`config.mk`:
```
export PLATFORM = sky130hd
export DESIGN_NAME = dmbs_div_pipe
export DESIGN_NICKNAME = d
export VERILOG_FILES = /design/src/design/dmbs_pkg.sv /design/src/design/dmbs_div_pipe.sv
export SDC_FILE = /design/constraint.sdc
export NUM_CORES = 2
export LEC_CHECK = 0
export BUFFER_PORTS_ARGS = -buffer_cell sky130_fd_sc_hd__buf_2
export CAP_MARGIN = 20
export CELL_PAD_IN_SITES_DETAIL_PLACEMENT = 1
export CELL_PAD_IN_SITES_GLOBAL_PLACEMENT = 1
export CORE_MARGIN = 1
export CORE_UTILIZATION = 34
export CTS_CLUSTER_DIAMETER = 200
export DETAILED_ROUTE_END_ITERATION = 8
export GPL_TIMING_DRIVEN = 0
export PLACE_DENSITY_LB_ADDON = 0.1
export SYNTH_ARGS = -nofsm -noshare
export SYNTH_HDL_FRONTEND = slang
export SYNTH_SLANG_ARGS = --single-unit
```
`constraint.sdc`:
```
create_clock -name clock -period 10.3 [get_ports clock]
set_clock_uncertainty 0.2 [all_clocks]
set_input_delay 1.545 -clock clock [delete_from_list [all_inputs] [get_ports clock]]
set_output_delay 1.545 -clock clock [all_outputs]
set_load 0.01 [all_outputs]
```
`src/design/dmbs_pkg.sv`:
```
// Shared widths, types and constants for the depth-masked bilinear sampler.
package dmbs_pkg;

   localparam int FRAC_BITS      = 8;
   localparam int DEPTH_BITS     = 16;

   localparam int FRAC_W         = 8;
   localparam int INT_W          = 8;
   localparam int DEP_W          = 16;
   localparam int INT_OUT_W      = 12;
   localparam int DEP_OUT_W      = 16;
   localparam int INT_FRAC_SHIFT = 4;

   localparam int FU_W   = (FRAC_BITS < FRAC_W) ? FRAC_BITS : FRAC_W;
   localparam int DEPU_W = (DEPTH_BITS < DEP_W) ? DEPTH_BITS : DEP_W;

   localparam int AXW_W  = FRAC_BITS + 1;
   localparam int WGT_W  = 2 * FRAC_BITS + 1;
   localparam int PI_W   = WGT_W + INT_W;
   localparam int PZ_W   = WGT_W + DEPU_W;

   localparam int QI_W   = INT_W + INT_FRAC_SHIFT;
   localparam int QZ_W   = DEPU_W;
   localparam int NUMI_W = QI_W + 2 * FRAC_BITS;
   localparam int NUMZ_W = QZ_W + 2 * FRAC_BITS;

   localparam int DIV_STEPS = (QI_W > QZ_W) ? QI_W : QZ_W;
   localparam int NUM_W     = (NUMI_W > NUMZ_W) ? NUMI_W : NUMZ_W;

   localparam int LANES    = 2;
   localparam int LANE_INT = 0;
   localparam int LANE_DEP = 1;

   localparam int NEIGH = 4;

   localparam logic [AXW_W-1:0]     FRAC_ONE    = AXW_W'(1) << FRAC_BITS;
   localparam logic [INT_OUT_W-1:0] INT_OUT_MAX =
      INT_OUT_W'(((1 << INT_W) - 1) << INT_FRAC_SHIFT);

   typedef logic [WGT_W-1:0]     wgt_type;
   typedef logic [NUM_W-1:0]     num_type;
   typedef logic [DIV_STEPS-1:0] quo_type;

   typedef struct packed {
      logic valid;
      logic nz;
   } div_ctl_type;

endpackage

```
`src/design/dmbs_div_pipe.sv`:
```
// Pipelined restoring divider, one quotient bit per stage, two lanes sharing a divisor.
module dmbs_div_pipe (
   input  logic                  clock,
   input  logic                  reset,
   input  logic                  advance,
   input  dmbs_pkg::div_ctl_type in_ctl,
   input  dmbs_pkg::wgt_type     in_divisor,
   input  dmbs_pkg::num_type     in_num [dmbs_pkg::LANES],
   output dmbs_pkg::div_ctl_type out_ctl,
   output dmbs_pkg::quo_type     out_quo [dmbs_pkg::LANES]
);
   import dmbs_pkg::*;

   div_ctl_type ctl_ff  [DIV_STEPS];
   wgt_type     dvs_ff  [DIV_STEPS];
   wgt_type     rem_ff  [DIV_STEPS][LANES];
   quo_type     low_ff  [DIV_STEPS][LANES];

   div_ctl_type ctl_src [DIV_STEPS];
   wgt_type     dvs_src [DIV_STEPS];
   wgt_type     rem_src [DIV_STEPS][LANES];
   quo_type     low_src [DIV_STEPS][LANES];

   wgt_type     rem_in  [DIV_STEPS][LANES];
   quo_type     low_in  [DIV_STEPS][LANES];

   always_comb begin
      logic [NUM_W+WGT_W-1:0] top_bits;
      top_bits = '0;
      for (int s = 0; s < DIV_STEPS; s++) begin
         if (s == 0) begin
            ctl_src[s] = in_ctl;
            dvs_src[s] = in_divisor;
            for (int l = 0; l < LANES; l++) begin
               top_bits      = {{WGT_W{1'b0}}, in_num[l]} >> DIV_STEPS;
               rem_src[s][l] = top_bits[WGT_W-1:0];
               low_src[s][l] = in_num[l][DIV_STEPS-1:0];
            end
         end else begin
            ctl_src[s] = ctl_ff[s-1];
            dvs_src[s] = dvs_ff[s-1];
            for (int l = 0; l < LANES; l++) begin
               rem_src[s][l] = rem_ff[s-1][l];
               low_src[s][l] = low_ff[s-1][l];
            end
         end
      end
   end

   always_comb begin
      logic [WGT_W:0] trial;
      logic [WGT_W:0] diff;
      logic           ge;
      trial = '0;
      diff  = '0;
      ge    = 1'b0;
      for (int s = 0; s < DIV_STEPS; s++) begin
         for (int l = 0; l < LANES; l++) begin
            trial = {rem_src[s][l], low_src[s][l][DIV_STEPS-1]};
            diff  = trial - {1'b0, dvs_src[s]};
            ge    = (trial >= {1'b0, dvs_src[s]});
            rem_in[s][l] = ge ? diff[WGT_W-1:0] : trial[WGT_W-1:0];
            low_in[s][l] = {low_src[s][l][DIV_STEPS-2:0], ge};
         end
      end
   end

   always_ff @(posedge clock) begin
      if (reset) begin
         for (int s = 0; s < DIV_STEPS; s++) begin
            ctl_ff[s] <= '0;
         end
      end else if (advance) begin
         for (int s = 0; s < DIV_STEPS; s++) begin
            ctl_ff[s] <= ctl_src[s];
         end
      end
   end

   always_ff @(posedge clock) begin
      if (advance) begin
         for (int s = 0; s < DIV_STEPS; s++) begin
            dvs_ff[s] <= dvs_src[s];
            for (int l = 0; l < LANES; l++) begin
               rem_ff[s][l] <= rem_in[s][l];
               low_ff[s][l] <= low_in[s][l];
            end
         end
      end
   end

   assign out_ctl = ctl_ff[DIV_STEPS-1];

   always_comb begin
      for (int l = 0; l < LANES; l++) begin
         out_quo[l] = low_ff[DIV_STEPS-1][l];
      end
   end

endmodule

```
### Yosys cells after proc, flatten, opt, wreduce, memory -nomap -nowiden

Memories as Yosys holds them, arrays and structs flattened.
Index checks and enable logic that the tools add are counted.

* input bits: 86
* memories kept: 4
* output and inout port bits: 34
* memory bits (writable): 1360
* register bits: 0
* word-level logic and storage cells: 138

Memory list
* rem_ff: depth 16, bits a word 34, read ports 15, clocked after memory_dff 0, write ports 16, line dmbs_div_pipe.sv:16 `wgt_type rem_ff [DIV_STEPS][LANES];`
* low_ff: depth 16, bits a word 32, read ports 16, clocked after memory_dff 0, write ports 16, line dmbs_div_pipe.sv:17 `quo_type low_ff [DIV_STEPS][LANES];`
* dvs_ff: depth 16, bits a word 17, read ports 15, clocked after memory_dff 0, write ports 16, line dmbs_div_pipe.sv:15 `wgt_type dvs_ff [DIV_STEPS];`
* ctl_ff: depth 16, bits a word 2, read ports 16, clocked after memory_dff 0, write ports 16, line dmbs_div_pipe.sv:14 `div_ctl_type ctl_ff [DIV_STEPS];`

* bitwise logic cells: 16
* muxes and demuxes: 54
* magnitude comparators: 32
* add/sub/neg operators: 32

Operators with widths (count)
* $mux 17: 32
* $sub 17x17->17: 32
* $ge 18x17->1: 30
* $ge 17x17->1: 2
* $mux 2: 16
* $or 1x1->1: 16
* $mux 1: 6

### Logic depth before layout (Yosys ltp)

* depth in word-level cells: 4
* mapped depth: 14
* depth with buffers taken out: 12

### Worst setup path before layout

No wires, ideal clock.

* path type: input-to-reg
* from: in in_divisor[3]
* to: mem rem_ff[0][25] (netlist bit) (data pin)
* required time: 9.840 ns
* path slack: 6.205 ns
* buffers on the path: 1
* cell stages on the path: 10
* library setup time: 0.260 ns
* arrival: 3.635 ns
* cells stage by stage: inv_1 ha_1 and3_1 o21a_1 nor4_1 o31ai_1 o31ai_2 a21oi_2 buf_4 mux2_2

RTL lines
* start: declaration: line dmbs_div_pipe.sv:7 `input dmbs_pkg::wgt_type in_divisor,`
* end: declaration: line dmbs_div_pipe.sv:16

==> impl_metrics.yaml <==
finish:
  syn2layout_area_growth_pct: 13.12
  final_util_pct: 38.85
  layout-drive-gt1-share_pct: 11.99
  final_nets: 6773
  fillCellCount: 22180
timing:
  final.min_clock_period_ns: 4.731
  rsz0062_at_grt: "false"
  max_slew_margin_pct: 18.58
  final.period_utilization_pct: 45.93
  final-hold-violation-count: 0
  worst_slew_pin_slew_ns: 1.221
  setup_viol: 0
  fmax_mhz: 211.4
  maxSlewViolCount: 0
  finalSetupTns_ns: 0
cts:
  cts_resized: 0
  cts_tree: "built"
  cts_buffers: 155
  cts_setup_buffers: 0
  path_clk_slew_ns: 0.06
  cts_sinks: 1309
  clock_path_buffers: 3
  cts_root_buffer: "clkbuf_16"
  hold_buffers: 0
  htree_levels: 4
  clk_latency_ns: 0.81
grt:
  antenna_found_initial: 10
  grt-ovfl-total: 0
  grt_pass1_vias: 48180
  grt_pass1_wl_um: 299000
  grt_max_degree: 172
  grtUsageTotal_pct: 18.63
floorplanning:
  initial_core_util_pct: 34.34
  die_h_um: 460.0
  design.portCount: 120
  core.rowCount: 167
  die-area_um2: 211600
  design.core.area_um2: 207700
  die-width_um: 460.0
yosys:
  synth_cell_types: 88
  synth_flop_cell: "edfxtp_1"
  ys_seq_area_share_pct: 55.11
  ys_ff_latch: 1309
  ys_warn_count: 0
  synth.avg_cell_area_um2: 12.24
  syn_area_um2: 71320
  syn_nets: 6485
  synth_edf_count: 1309
  synthCells: 5825
  async_flop_share_pct: 0
power:
  power_w: 0.02571
  leakagePower_nw: 31.18
  peakVddDrop_uv: 202.9
  power.density_nw_per_um2: 318.6
run:
  drv_cap: 0
detailed_routing:
  route.detailed.drc: 0
  via_count: 46210
  routedWlPerCell_um: 21.97
  detail_route.vias_per_cell: 5.120
  antenna_left: 0
  drt_first_pass_iters: 5
  totalWireLength_um: 198300
  first_iter_violations: 2667
worst_setup_path:
  cp-end-kind: "flip-flop"
  critical_path_class: "flip-flop to flip-flop"
  crit_fanout: 10
  cp.arrival_ns: 5.06
  critPathLaunchType: "flip-flop"
  worst_ep_required_time_ns: 10.63
placed_design:
  io_buffers: 119
  dp.final_hpwl_um: 154800
  gp_congestion: 0.8396
run_status:
  run_status: "finished clean"
hold_path:
  hp-class: "flip-flop to flip-flop"
## where the power goes
group	internal [W]	total (W)	switching [W]
clock	0.00312	0.00541	0.00229
sequential	0.00789	0.00879	0.000898
combinational	0.00480	0.0115	0.00671
## worst paths after layout
path	start	endpoint	slack (ns)	cells past startpoint
hold / removal	low_ff[0][195]	low_ff[0][228]	0.20	0
setup / recovery	low_ff[1][79]	rem_ff[1][113]	5.57	12
hold reg to reg	low_ff[0][195]	low_ff[0][228]	0.20	0
setup reg to reg	low_ff[1][79]	rem_ff[1][113]	5.57	12
## routing by layer
layer	part of all wire, %	GRT usage (%)	up-vias
met5	0.035	0	-
met4	2.2	4.795	10
met3	2.9	2.521	226
met2	49	32.32	527
met1	46	24.29	22960
li1	-	-	22500
## kinds of logic after synthesis
family / after synthesis / share of synthesized area (%)
muxes: 327 / 5.161
and+or+nand+nor: 1169 / 8.008
buffers and inverters: 559 / 3.233
xor gates and xnor gates: 369 / 4.531
AOI/OAI and AO/OA: 1518 / 13.57
adders and majority gates: 574 / 10.39
DFF: 1309 / 55.11
## layout make-up
cell class                 count  area, µm²  share of cell area, %
antenna                        3      7.507               0.009305
buffer                       129      691.9                 0.8576
clock buffer                 185       3991                  4.947
clock inverter                95       1008                  1.250
inverter                     430       1614                  2.000
multi-input combinational   3957      29710                  36.82
sequential                  1309      39310                  48.72
tap                         2788       3488                  4.324
timing repair buffer         131      862.1                  1.068
## worst max-delay path, stage by stage, from the launching register on
cell      delay [ns]
edfxtp_1        0.36
inv_1           0.08
ha_1            0.17
inv_1           0.06
fa_1            0.44
a211oi_1        0.33
o21bai_1        0.12
a21oi_1         0.65
o21a_1          0.35
o21ai_0         0.19
a21oi_2         0.77
buf_4           0.36
mux2_2          0.37
## synth_stat cells (14+ instances only)
| master | count | area share (%) |
|---|---|---|
| edfxtp_1 | 1309 | 55 |
| ha_1 | 544 | 9.5 |
| inv_1 | 429 | 2.3 |
| o21ai_0 | 404 | 2.8 |
| a21oi_1 | 379 | 2.7 |
| nand2_1 | 367 | 1.9 |
| nor2_1 | 274 | 1.4 |
| mux2_2 | 272 | 4.3 |
| xnor2_1 | 217 | 2.7 |
| a21o_1 | 168 | 1.8 |
| xor2_1 | 152 | 1.9 |
| o21a_1 | 109 | 1.1 |
| nand3_1 | 84 | 0.59 |
| nor2b_1 | 75 | 0.66 |
| a211oi_1 | 68 | 0.72 |
| clkbuf_1 | 68 | 0.36 |
| nand4_1 | 68 | 0.60 |
| o21bai_1 | 56 | 0.59 |
| nand2b_1 | 49 | 0.43 |
| a31oi_1 | 48 | 0.42 |
| nor3_1 | 48 | 0.34 |
| and3_1 | 41 | 0.36 |
| buf_4 | 39 | 0.41 |
| and2_1 | 36 | 0.32 |
| or3_1 | 34 | 0.30 |
| o31ai_1 | 32 | 0.34 |
| fa_1 | 30 | 0.84 |
| o31a_1 | 27 | 0.33 |
| and4_1 | 26 | 0.32 |
| mux2i_1 | 25 | 0.35 |
| mux2_1 | 22 | 0.35 |
| or2_2 | 21 | 0.18 |
| a21boi_0 | 18 | 0.19 |
| a211o_1 | 17 | 0.21 |
| buf_2 | 16 | 0.11 |
| o211ai_1 | 16 | 0.17 |
| a2111oi_0 | 15 | 0.18 |
| o41ai_1 | 15 | 0.18 |
| nor3b_1 | 14 | 0.15 |
## state kept, by name, indices dropped and copies added (netlist names)
name and cells:
low_ff 512, rem_ff 510, dvs_ff 255, ctl_ff 32
## per-stage QoR
stage / area, µm² / worst slack, ns / hold slack, ns / std cells
after detailed placement: 75660 / 5.216 / 0.2052 / 8742
final: 80680 / 5.569 / 0.2022 / 9027
after CTS: 80660 / 5.658 / 0.2051 / 9022
after global routing: 80680 / 5.404 / 0.2170 / 9025
after floorplan: 71320 / 6.205 / 0.2003 / 5825
after global placement: 75410 / -14.59 / 0.2008 / 8732
## placed cells by master, fill, tap and decap left out, types with 98 or more instances in the layout
cell type	count
nand2_1	367
xnor2_1	217
clkbuf_1	98
o21ai_0	404
edfxtp_1	1309
ha_1	544
a21oi_1	379
buf_2	136
xor2_1	152
o21a_1	109
nor2_1	274
inv_1	429
clkbuf_16	155
mux2_2	272
a21o_1	168
(Power assumes the default switching activity.)
